## config.mk

```make
export PLATFORM = sky130hd
export DESIGN_NAME = joystick_frame_encoder
export DESIGN_NICKNAME = d
export VERILOG_FILES = /design/src/sv/jfe_pkg.sv /design/src/sv/joystick_frame_encoder.sv /design/src/sv/jfe_axis_front.sv /design/src/sv/jfe_div_stage.sv
export SDC_FILE = /design/constraint.sdc
export NUM_CORES = 2
export LEC_CHECK = 0
export BUFFER_PORTS_ARGS = -buffer_cell sky130_fd_sc_hd__buf_2
export CAP_MARGIN = 20
export CORE_ASPECT_RATIO = 0.9
export CORE_UTILIZATION = 35
export DETAILED_ROUTE_END_ITERATION = 10
export HOLD_SLACK_MARGIN = 0.1
export PLACE_DENSITY = 0.51
export REMOVE_ABC_BUFFERS = 1
export SLEW_MARGIN = 20
export SYNTH_ARGS = -nofsm -noshare
export SYNTH_HDL_FRONTEND = slang
export SYNTH_SLANG_ARGS = --single-unit
```

## constraint.sdc

```tcl
create_clock -name aclk -period 80.8 [get_ports aclk]
set_input_delay 24.24 -clock aclk [delete_from_list [all_inputs] [get_ports aclk]]
set_output_delay 24.24 -clock aclk [all_outputs]
set_load 0.01 [all_outputs]
```

## src/sv/jfe_pkg.sv

```systemverilog
// shared types, constants and helpers for the joystick frame encoder
`default_nettype none

package jfe_pkg;

    localparam int SAMPLE_BITS = 12;
    localparam int RANGE_BITS  = 4 * SAMPLE_BITS;
    localparam int FULL_SCALE  = 1 << SAMPLE_BITS;

    // stream beat widths: six samples in, keys plus four axes out, byte padded
    localparam int S_TDATA_W = ((6 * SAMPLE_BITS + 7) / 8) * 8;
    localparam int M_TDATA_W = 48;

    // quotient bits and divider cut
    localparam int Q_W                = 9;
    localparam int DIV_BITS_PER_STAGE = 3;
    localparam int DIV_STAGES         = Q_W / DIV_BITS_PER_STAGE;

    // numerator holds 400 * (full scale - 1), divisor shifted by Q_W - 1
    localparam int NUM_W = SAMPLE_BITS + 9;

    localparam logic [NUM_W-1:0] SCALE_SYM = NUM_W'(200);
    localparam logic [NUM_W-1:0] SCALE_ONE = NUM_W'(400);

    // register indexes
    localparam logic [1:0] CFG_LEFT_X  = 2'd0;
    localparam logic [1:0] CFG_LEFT_Y  = 2'd1;
    localparam logic [1:0] CFG_RIGHT_X = 2'd2;
    localparam logic [1:0] CFG_RIGHT_Y = 2'd3;

    // key ladder thresholds in eighths of full scale
    localparam logic [SAMPLE_BITS:0] KEY_T1 = (SAMPLE_BITS + 1)'(FULL_SCALE * 1 / 8);
    localparam logic [SAMPLE_BITS:0] KEY_T3 = (SAMPLE_BITS + 1)'(FULL_SCALE * 3 / 8);
    localparam logic [SAMPLE_BITS:0] KEY_T5 = (SAMPLE_BITS + 1)'(FULL_SCALE * 5 / 8);
    localparam logic [SAMPLE_BITS:0] KEY_T7 = (SAMPLE_BITS + 1)'(FULL_SCALE * 7 / 8);

    localparam logic [3:0] KEY_CODE_0    = 4'h1;
    localparam logic [3:0] KEY_CODE_1    = 4'h2;
    localparam logic [3:0] KEY_CODE_2    = 4'h4;
    localparam logic [3:0] KEY_CODE_3    = 4'h8;
    localparam logic [3:0] KEY_CODE_NONE = 4'h0;

    typedef enum logic [2:0] {
        SEG_NEG_FULL,
        SEG_NEG_LIN,
        SEG_ZERO,
        SEG_POS_LIN,
        SEG_POS_FULL
    } seg_t;

    typedef struct packed {
        seg_t seg;
        logic wide;     // one-sided mapping, full scale is 400
    } axis_ctl_t;

    typedef struct packed {
        logic [NUM_W-1:0] rem;
        logic [NUM_W-1:0] den_sh;
        logic [Q_W-1:0]   quo;
        axis_ctl_t        ctl;
    } div_word_t;

    // packs four thresholds the way the calibration table lists them
    function automatic logic [RANGE_BITS-1:0] pack4(longint unsigned a, longint unsigned b,
                                                    longint unsigned c, longint unsigned d);
        logic [63:0] w;
        w = 64'(a) | (64'(b) << SAMPLE_BITS) | (64'(c) << (2 * SAMPLE_BITS))
            | (64'(d) << (3 * SAMPLE_BITS));
        return w[RANGE_BITS-1:0];
    endfunction

    localparam logic [RANGE_BITS-1:0] LEFT_X_RESET  = pack4(460, 1700, 1900, 3500);
    localparam logic [RANGE_BITS-1:0] LEFT_Y_RESET  = pack4(550, 2000, 2100, 3650);
    localparam logic [RANGE_BITS-1:0] RIGHT_X_RESET = pack4(600, 1920, 2120, 3620);
    localparam logic [RANGE_BITS-1:0] RIGHT_Y_RESET = pack4(420, 1900, 2100, 3500);

    function automatic logic [3:0] key_nibble(logic [SAMPLE_BITS-1:0] v);
        logic [SAMPLE_BITS:0] x;
        x = {1'b0, v};
        if (x < KEY_T1) begin
            return KEY_CODE_0;
        end else if (x < KEY_T3) begin
            return KEY_CODE_1;
        end else if (x < KEY_T5) begin
            return KEY_CODE_2;
        end else if (x < KEY_T7) begin
            return KEY_CODE_3;
        end else begin
            return KEY_CODE_NONE;
        end
    endfunction

endpackage

`default_nettype wire

```

## src/sv/joystick_frame_encoder.sv

```systemverilog
// top level: joystick scan to control frame encoder
//
//   channel | dir | beat contents
//   --------+-----+----------------------------------------------------------
//   s_      | in  | six 12-bit adc samples in tdata, recenter flag in tuser
//   m_      | out | keys and four scaled axes in tdata, recenter copy in tuser
//   cfg_    | in  | write-only calibration thresholds, one 48-bit word each
//
// one beat enters per cycle unless the output stalls; in order, a frame passes the
// front stage, three divider stages of three quotient bits each, output register
// the divider stage count is set by the 9-bit quotient of the ramp division
// reset restores the default calibration and empties the pipeline
// the whole pipeline holds while the output register is full and not taken
`default_nettype none

module joystick_frame_encoder import jfe_pkg::*; (
    input  wire logic                      aclk,
    input  wire logic                      aresetn,

    input  wire logic                      s_tvalid,
    output logic                           s_tready,
    // left_x_sample, left_y_sample, right_x_sample, right_y_sample,
    // key_low_sample, key_high_sample
    input  wire logic [S_TDATA_W-1:0]      s_tdata,
    // recenter_flag
    input  wire logic                      s_tuser,

    output logic                           m_tvalid,
    input  wire logic                      m_tready,
    // key_bits, left_x_value, left_y_value, right_x_value, right_y_value, zero fill
    output logic [M_TDATA_W-1:0]           m_tdata,
    // recenter_out
    output logic                           m_tuser,

    input  wire logic                      cfg_we,
    input  wire logic [1:0]                cfg_addr,
    input  wire logic [RANGE_BITS-1:0]     cfg_wdata
);

    localparam int AXW       = 9;   // symmetric axis field
    localparam int LYW       = 10;  // left y field
    localparam int NUM_AXES  = 4;
    localparam int AX_LX     = 0;
    localparam int AX_LY     = 1;
    localparam int AX_RX     = 2;
    localparam int AX_RY     = 3;

    // calibration registers
    logic [RANGE_BITS-1:0] left_x_range_reg;
    logic [RANGE_BITS-1:0] left_y_range_reg;
    logic [RANGE_BITS-1:0] right_x_range_reg;
    logic [RANGE_BITS-1:0] right_y_range_reg;

    always_ff @(posedge aclk) begin
        if (!aresetn) begin
            left_x_range_reg  <= LEFT_X_RESET;
            left_y_range_reg  <= LEFT_Y_RESET;
            right_x_range_reg <= RIGHT_X_RESET;
            right_y_range_reg <= RIGHT_Y_RESET;
        end else if (cfg_we) begin
            case (cfg_addr)
                CFG_LEFT_X:  left_x_range_reg  <= cfg_wdata;
                CFG_LEFT_Y:  left_y_range_reg  <= cfg_wdata;
                CFG_RIGHT_X: right_x_range_reg <= cfg_wdata;
                CFG_RIGHT_Y: right_y_range_reg <= cfg_wdata;
                default: ;
            endcase
        end
    end

    // global advance: every stage moves when the output slot is free or drained
    logic advance;
    assign advance  = !m_tvalid || m_tready;
    assign s_tready = advance;

    logic accept;
    assign accept = s_tvalid && s_tready;

    // input unpacking
    logic [SAMPLE_BITS-1:0] samp [NUM_AXES];
    logic [SAMPLE_BITS-1:0] key_lo_samp;
    logic [SAMPLE_BITS-1:0] key_hi_samp;
    logic [RANGE_BITS-1:0]  axis_range [NUM_AXES];
    logic                   axis_one_sided [NUM_AXES];

    always_comb begin
        for (int a = 0; a < NUM_AXES; a++) begin
            samp[a] = s_tdata[a*SAMPLE_BITS +: SAMPLE_BITS];
        end
        key_lo_samp = s_tdata[4*SAMPLE_BITS +: SAMPLE_BITS];
        key_hi_samp = s_tdata[5*SAMPLE_BITS +: SAMPLE_BITS];
        axis_range[AX_LX] = left_x_range_reg;
        axis_range[AX_LY] = left_y_range_reg;
        axis_range[AX_RX] = right_x_range_reg;
        axis_range[AX_RY] = right_y_range_reg;
        axis_one_sided[AX_LX] = 1'b0;
        axis_one_sided[AX_LY] = !s_tuser;  // left y without recentering is 0..400
        axis_one_sided[AX_RX] = 1'b0;
        axis_one_sided[AX_RY] = 1'b0;
    end

    // per-axis datapath: front stage, then the divider slices
    div_word_t pipe [NUM_AXES][DIV_STAGES+1];

    for (genvar a = 0; a < NUM_AXES; a++) begin : g_axis
        jfe_axis_front u_front (
            .aclk      (aclk),
            .en        (advance),
            .sample    (samp[a]),
            .range_cfg (axis_range[a]),
            .one_sided (axis_one_sided[a]),
            .word_reg  (pipe[a][0])
        );
        for (genvar k = 0; k < DIV_STAGES; k++) begin : g_div
            jfe_div_stage u_div (
                .aclk     (aclk),
                .en       (advance),
                .word_in  (pipe[a][k]),
                .word_reg (pipe[a][k+1])
            );
        end
    end

    // key byte: two nibbles with at most one bit set each, bits 6 and 7 exchanged
    logic [7:0] keys_raw;
    logic [7:0] keys_swapped;
    assign keys_raw     = {key_nibble(key_hi_samp), key_nibble(key_lo_samp)};
    assign keys_swapped = {keys_raw[6], keys_raw[7], keys_raw[5:0]};

    // sideband and valid bits ride alongside the axis pipeline
    logic [DIV_STAGES:0] vld_reg;
    logic [7:0]          keys_reg [DIV_STAGES+1];
    logic                rec_reg  [DIV_STAGES+1];

    always_ff @(posedge aclk) begin
        if (!aresetn) begin
            vld_reg <= '0;
        end else if (advance) begin
            vld_reg <= {vld_reg[DIV_STAGES-1:0], accept};
        end
    end

    always_ff @(posedge aclk) begin
        if (advance) begin
            keys_reg[0] <= keys_swapped;
            rec_reg[0]  <= s_tuser;
            for (int k = 1; k <= DIV_STAGES; k++) begin
                keys_reg[k] <= keys_reg[k-1];
                rec_reg[k]  <= rec_reg[k-1];
            end
        end
    end

    // final value from segment and quotient, signed 10 bits
    function automatic logic signed [LYW-1:0] axis_value(div_word_t w);
        logic signed [LYW-1:0] q;
        q = LYW'($signed({1'b0, w.quo}));
        case (w.ctl.seg)
            SEG_NEG_FULL: return -LYW'(200);
            SEG_NEG_LIN:  return -q;
            SEG_ZERO:     return '0;
            SEG_POS_LIN:  return q;
            SEG_POS_FULL: return w.ctl.wide ? LYW'(400) : LYW'(200);
            default:      return '0;
        endcase
    endfunction

    logic signed [LYW-1:0] lx_full, ly_full, rx_full, ry_full;
    assign lx_full = axis_value(pipe[AX_LX][DIV_STAGES]);
    assign ly_full = axis_value(pipe[AX_LY][DIV_STAGES]);
    assign rx_full = axis_value(pipe[AX_RX][DIV_STAGES]);
    assign ry_full = axis_value(pipe[AX_RY][DIV_STAGES]);

    // output register
    logic                  out_vld_reg;
    logic [7:0]            keys_out_reg;
    logic                  rec_out_reg;
    logic signed [AXW-1:0] lx_reg, rx_reg, ry_reg;
    logic signed [LYW-1:0] ly_reg;

    always_ff @(posedge aclk) begin
        if (!aresetn) begin
            out_vld_reg <= 1'b0;
        end else if (advance) begin
            out_vld_reg <= vld_reg[DIV_STAGES];
        end
    end

    always_ff @(posedge aclk) begin
        if (advance) begin
            keys_out_reg <= keys_reg[DIV_STAGES];
            rec_out_reg  <= rec_reg[DIV_STAGES];
            lx_reg       <= AXW'(-lx_full);   // left x is mirrored
            ly_reg       <= ly_full;
            rx_reg       <= AXW'(rx_full);
            ry_reg       <= AXW'(-ry_full);   // right y is mirrored
        end
    end

    assign m_tvalid = out_vld_reg;
    assign m_tuser  = rec_out_reg;
    assign m_tdata  = {3'b000, ry_reg, rx_reg, ly_reg, lx_reg, keys_out_reg};

endmodule

`default_nettype wire

```

## src/sv/jfe_axis_front.sv

```systemverilog
// axis front stage: segment select, scaled numerator and divisor setup
`default_nettype none

module jfe_axis_front import jfe_pkg::*; (
    input  wire logic                   aclk,
    input  wire logic                   en,
    input  wire logic [SAMPLE_BITS-1:0] sample,
    input  wire logic [RANGE_BITS-1:0]  range_cfg,
    input  wire logic                   one_sided,
    output div_word_t                   word_reg
);

    logic [SAMPLE_BITS-1:0] r0, r1, r2, r3;
    logic [SAMPLE_BITS-1:0] diff;
    logic [SAMPLE_BITS-1:0] den;
    logic [NUM_W-1:0]       scale;
    div_word_t              word_next;

    assign r0 = range_cfg[0*SAMPLE_BITS +: SAMPLE_BITS];
    assign r1 = range_cfg[1*SAMPLE_BITS +: SAMPLE_BITS];
    assign r2 = range_cfg[2*SAMPLE_BITS +: SAMPLE_BITS];
    assign r3 = range_cfg[3*SAMPLE_BITS +: SAMPLE_BITS];

    always_comb begin
        diff  = '0;
        den   = '0;
        scale = SCALE_SYM;
        word_next.ctl.wide = one_sided;
        if (one_sided) begin
            scale = SCALE_ONE;
            if (sample <= r0) begin
                word_next.ctl.seg = SEG_ZERO;
            end else if (sample < r3) begin
                word_next.ctl.seg = SEG_POS_LIN;
                diff = sample - r0;
                den  = r3 - r0;
            end else begin
                word_next.ctl.seg = SEG_POS_FULL;
            end
        end else begin
            if (sample <= r0) begin
                word_next.ctl.seg = SEG_NEG_FULL;
            end else if (sample < r1) begin
                // magnitude of the lower ramp, sign applied at the output
                word_next.ctl.seg = SEG_NEG_LIN;
                diff = r1 - sample;
                den  = r1 - r0;
            end else if (sample <= r2) begin
                word_next.ctl.seg = SEG_ZERO;
            end else if (sample < r3) begin
                word_next.ctl.seg = SEG_POS_LIN;
                diff = sample - r2;
                den  = r3 - r2;
            end else begin
                word_next.ctl.seg = SEG_POS_FULL;
            end
        end
        word_next.rem    = NUM_W'(diff) * scale;
        word_next.den_sh = NUM_W'(den) << (Q_W - 1);
        word_next.quo    = '0;
    end

    always_ff @(posedge aclk) begin
        if (en) begin
            word_reg <= word_next;
        end
    end

endmodule

`default_nettype wire

```

## src/sv/jfe_div_stage.sv

```systemverilog
// one slice of the restoring divider, DIV_BITS_PER_STAGE quotient bits per stage
`default_nettype none

module jfe_div_stage import jfe_pkg::*; (
    input  wire logic       aclk,
    input  wire logic       en,
    input  wire div_word_t  word_in,
    output div_word_t       word_reg
);

    div_word_t word_next;

    always_comb begin
        word_next = word_in;
        for (int i = 0; i < DIV_BITS_PER_STAGE; i++) begin
            if (word_next.rem >= word_next.den_sh) begin
                word_next.rem = word_next.rem - word_next.den_sh;
                word_next.quo = {word_next.quo[Q_W-2:0], 1'b1};
            end else begin
                word_next.quo = {word_next.quo[Q_W-2:0], 1'b0};
            end
            word_next.den_sh = word_next.den_sh >> 1;
        end
    end

    always_ff @(posedge aclk) begin
        if (en) begin
            word_reg <= word_next;
        end
    end

endmodule

`default_nettype wire

```

==> summary.md <==
| Metric | Value |
|---|---|
| Routed via count | 55030 |
| Global-route wire length before repair | 294.7 mm |
| All-Layer GR Usage | 0.1892 |
| Starting Density | 0.3527 |
| Slowest cell on crit path | nor2b_1 |
| Clock buffer depth | 3 |
| Syn Inst Count | 7697 |
| Seq/Total Area, Yosys | 0.3057 |
| Largest register FFs | 351 |
| WS Path Type | in -> out |
| Async S/R FF share, synth | 0 |
| Post-Route M1 WL | 90.67 mm |
| Total wire length | 189.9 mm |
| Average wire per standard cell | 18.15 um |
| DIE WIDTH | 467.3 um |
| CTS tree | done |
| Reg2reg end | g_axis[1].g_div[1].u_div.word_reg[40]$_DFFE_PN_ |
| Critical-path maximum fanout | 80 |
| Core Area | 193300 um^2 |
| Syn avg cell area | 8.861 um^2 |
| Yosys cell types | 99 |
| R2r setup slk | 70.24 ns |
| Final setup viols | 0 |
| Fmax | 0.01998 GHz |
| RD Place Congestion | 0.9097 |
| Max-Cap Viols | 0 |
| Slew Limit Fails | 0 |
| Largest net degree at the start of global routing | 161 |
| YS warnings | 0 |
| Drt via density | 5.260 |
| First-pass detailed-route iteration total | 5 |
| Die Ht | 420.8 um |
| Worst Hold Endpoint | keys_out_reg[2]$_DFFE_PN_ |
| I/O pin total | 179 |
| Reg2Reg Launch Point | g_axis[1].g_div[0].u_div.word_reg[27]$_DFFE_PN_ |
| Clock Sinks | 760 |
| Share of cells above drive strength 1 | 0.07633 |
| IO Port Bufs | 157 |
| Final Hold Fails | 0 |
| Hold Crit Class | reg -> reg |
| Fin crit period | 50.05 ns |
| Layout area overhead | 10.28% |
| Full die area | 196600 um^2 |
| DR top layer | met5 |
| HP Start | keys_reg[3][2]$_DFFE_PN_ |
| Main synth FF type | edfxtp_1 |
| Worst Hold Depth | 0 |
| CP dominant cell by count | buf_2 |
| Tcrit/Tclk final | 0.6194 |
| Final antenna-violating net count | 0 |
| Delay of the slowest critical-path stage | 0.63 ns |
| DR DRC count | 0 |
| Reg clk slew, reported paths | 0.06 ns |
| Setup_tns | 0 ns |
| Root buffer cell | clkbuf_16 |
| EDFF count, synth | 563 |
| DRT iter0 DRCs | 3246 |
| Post-CTS Hold Buffers | 0 |
| Worst path arrival time | 25.81 ns |
| Crit path required time | 56.56 ns |
| RSZ-0062 raised after global routing | no |
| Resized Gates After CTS | 0 |
| Status | finished clean |
| Worst setup EP type | primary output |
| CP Launch Type | input port |
| Hpwl dp | 152.3 mm |
| Skew final | 0.02181 ns |
| Clock Latency Late Sink | 0.75 ns |
| Worst r2r path cells | 32 |
| Register bit total from synthesis | 760 |
| Clock H-tree levels | 3 |
| Number of global-route vias before repair | 52480 |
| CP Cell Sequence | buf_2 > nor2b_1 > inv_8 > buf_2 |
| WP buf/inv | 3 |
| Initial antenna violation count | 79 |
| Setup Buffers After CTS | 0 |
| Cell area after synthesis | 68200 um^2 |
| Grt ovf | 0 |
| Slew margin rel. | 0.3349 |
| Worst-Margin Slew | 0.9922 ns |
| Crit path max-delay family | buffers and inverters |
| Met2 wire len | 85.46 mm |
| TritonCTS buffer count | 93 |
| Nets | 8919 |
| Row Count | 153 |
| Met3 WL | 8.524 mm |
-- routing by layer --
metal,GRT usage,vias up
met5,0,-
met4,0.05252,12
met3,0.02673,317
met2,0.3099,1052
met1,0.2587,25710
li1,-,27940
-- synth_stat cells (52+ instances only) --
cell type | number | area, um^2
nand3_1 | 146 | 730.7
fa_1 | 96 | 1922
o211ai_1 | 94 | 705.7
mux2_2 | 172 | 1937
or3_1 | 60 | 375.4
nand4_1 | 90 | 563.0
o21bai_1 | 84 | 630.6
nand2_1 | 724 | 2718
dfxtp_1 | 197 | 3944
nor2b_1 | 133 | 832.1
o21a_1 | 115 | 863.3
mux2i_1 | 52 | 520.5
clkbuf_1 | 160 | 600.6
nand2b_1 | 92 | 575.6
o21ai_0 | 433 | 2167
a21oi_1 | 598 | 2993
edfxtp_1 | 563 | 16910
inv_1 | 785 | 2947
a21boi_0 | 159 | 1194
ha_1 | 885 | 11070
nor2_1 | 517 | 1941
nor3_1 | 146 | 730.7
xor2_1 | 147 | 1287
xnor2_1 | 358 | 3136
a21o_1 | 203 | 1524
-- area by class of cell --
type                            count  area [um^2]
Tap cell                         2557         3199
Clock buffer                      118         2555
Clock inverter                     54        757.0
Multi-Input combinational cell   5969        43720
Fill cell                       19330       118100
Inverter                          791         2979
Timing Repair Buffer              195         1102
Antenna cell                       19        47.55
Sequential cell                   760        20850
-- cell families after synthesis --
logic type	share of synthesized area
buffers and inverters	0.05416
and+or+nand+nor	0.1575
DFF	0.3057
xor gates and xnor gates	0.06485
adders and majority gates	0.1905
AOI/OAI and AO/OA	0.1896
other	0.0001101
muxes	0.03757
-- metrics by stage --
stage,hold slack (ns),area [um^2],utilization,setup WS [ns],instances
after detailed placement,0.4045,71850,0.3716,30.75,10270
after global placement,0.4005,71850,0.3716,30.76,10270
after floorplan,0.4003,67490,-,21.34,7520
after CTS,0.4016,75160,0.3887,30.75,10440
final,0.4062,75210,0.3890,30.75,10460
after global routing,0.4148,75190,0.3889,30.66,10460
-- worst register-to-register path, delay by kind of cell, from the launching register on --
family / cells / cell delay [ns]
AOI/OAI and AO/OA: 13 / 3.68
adders and majority gates: 3 / 1.16
buffers and inverters: 4 / 0.92
DFF: 1 / 0.42
muxes: 1 / 0.44
and+or+nand+nor: 11 / 3.68
-- worst max-delay path by stage --
stage	endpoint	slack [ns]	depth (start not counted)	startpoint
final	s_tready	30.75	4	m_tready
after global routing	s_tready	30.66	4	m_tready
after CTS	s_tready	30.75	4	m_tready
after detailed placement	s_tready	30.75	4	m_tready
after global placement	s_tready	30.76	4	m_tready
after floorplan	s_tready	21.34	2	m_tready
-- cell usage in the layout (no fill, tap or decap), drive strengths merged, types with 96 or more instances in the layout --
cell type,Yosys,routed
nand2,724,724
mux2,179,179
a21oi,598,598
inv,789,797
a21o,203,203
nand3,146,146
nor2b,133,133
nor2,518,518
o21a,115,115
xnor2,358,358
dfxtp,197,197
buf,20,195
edfxtp,563,563
ha,885,885
clkbuf,160,118
fa,96,96
o21ai,436,436
a21boi,159,159
nor3,147,147
xor2,147,147
Power is not shown: default switching activity piles up to over one toggle a cycle in this logic, so the estimate is an artifact.
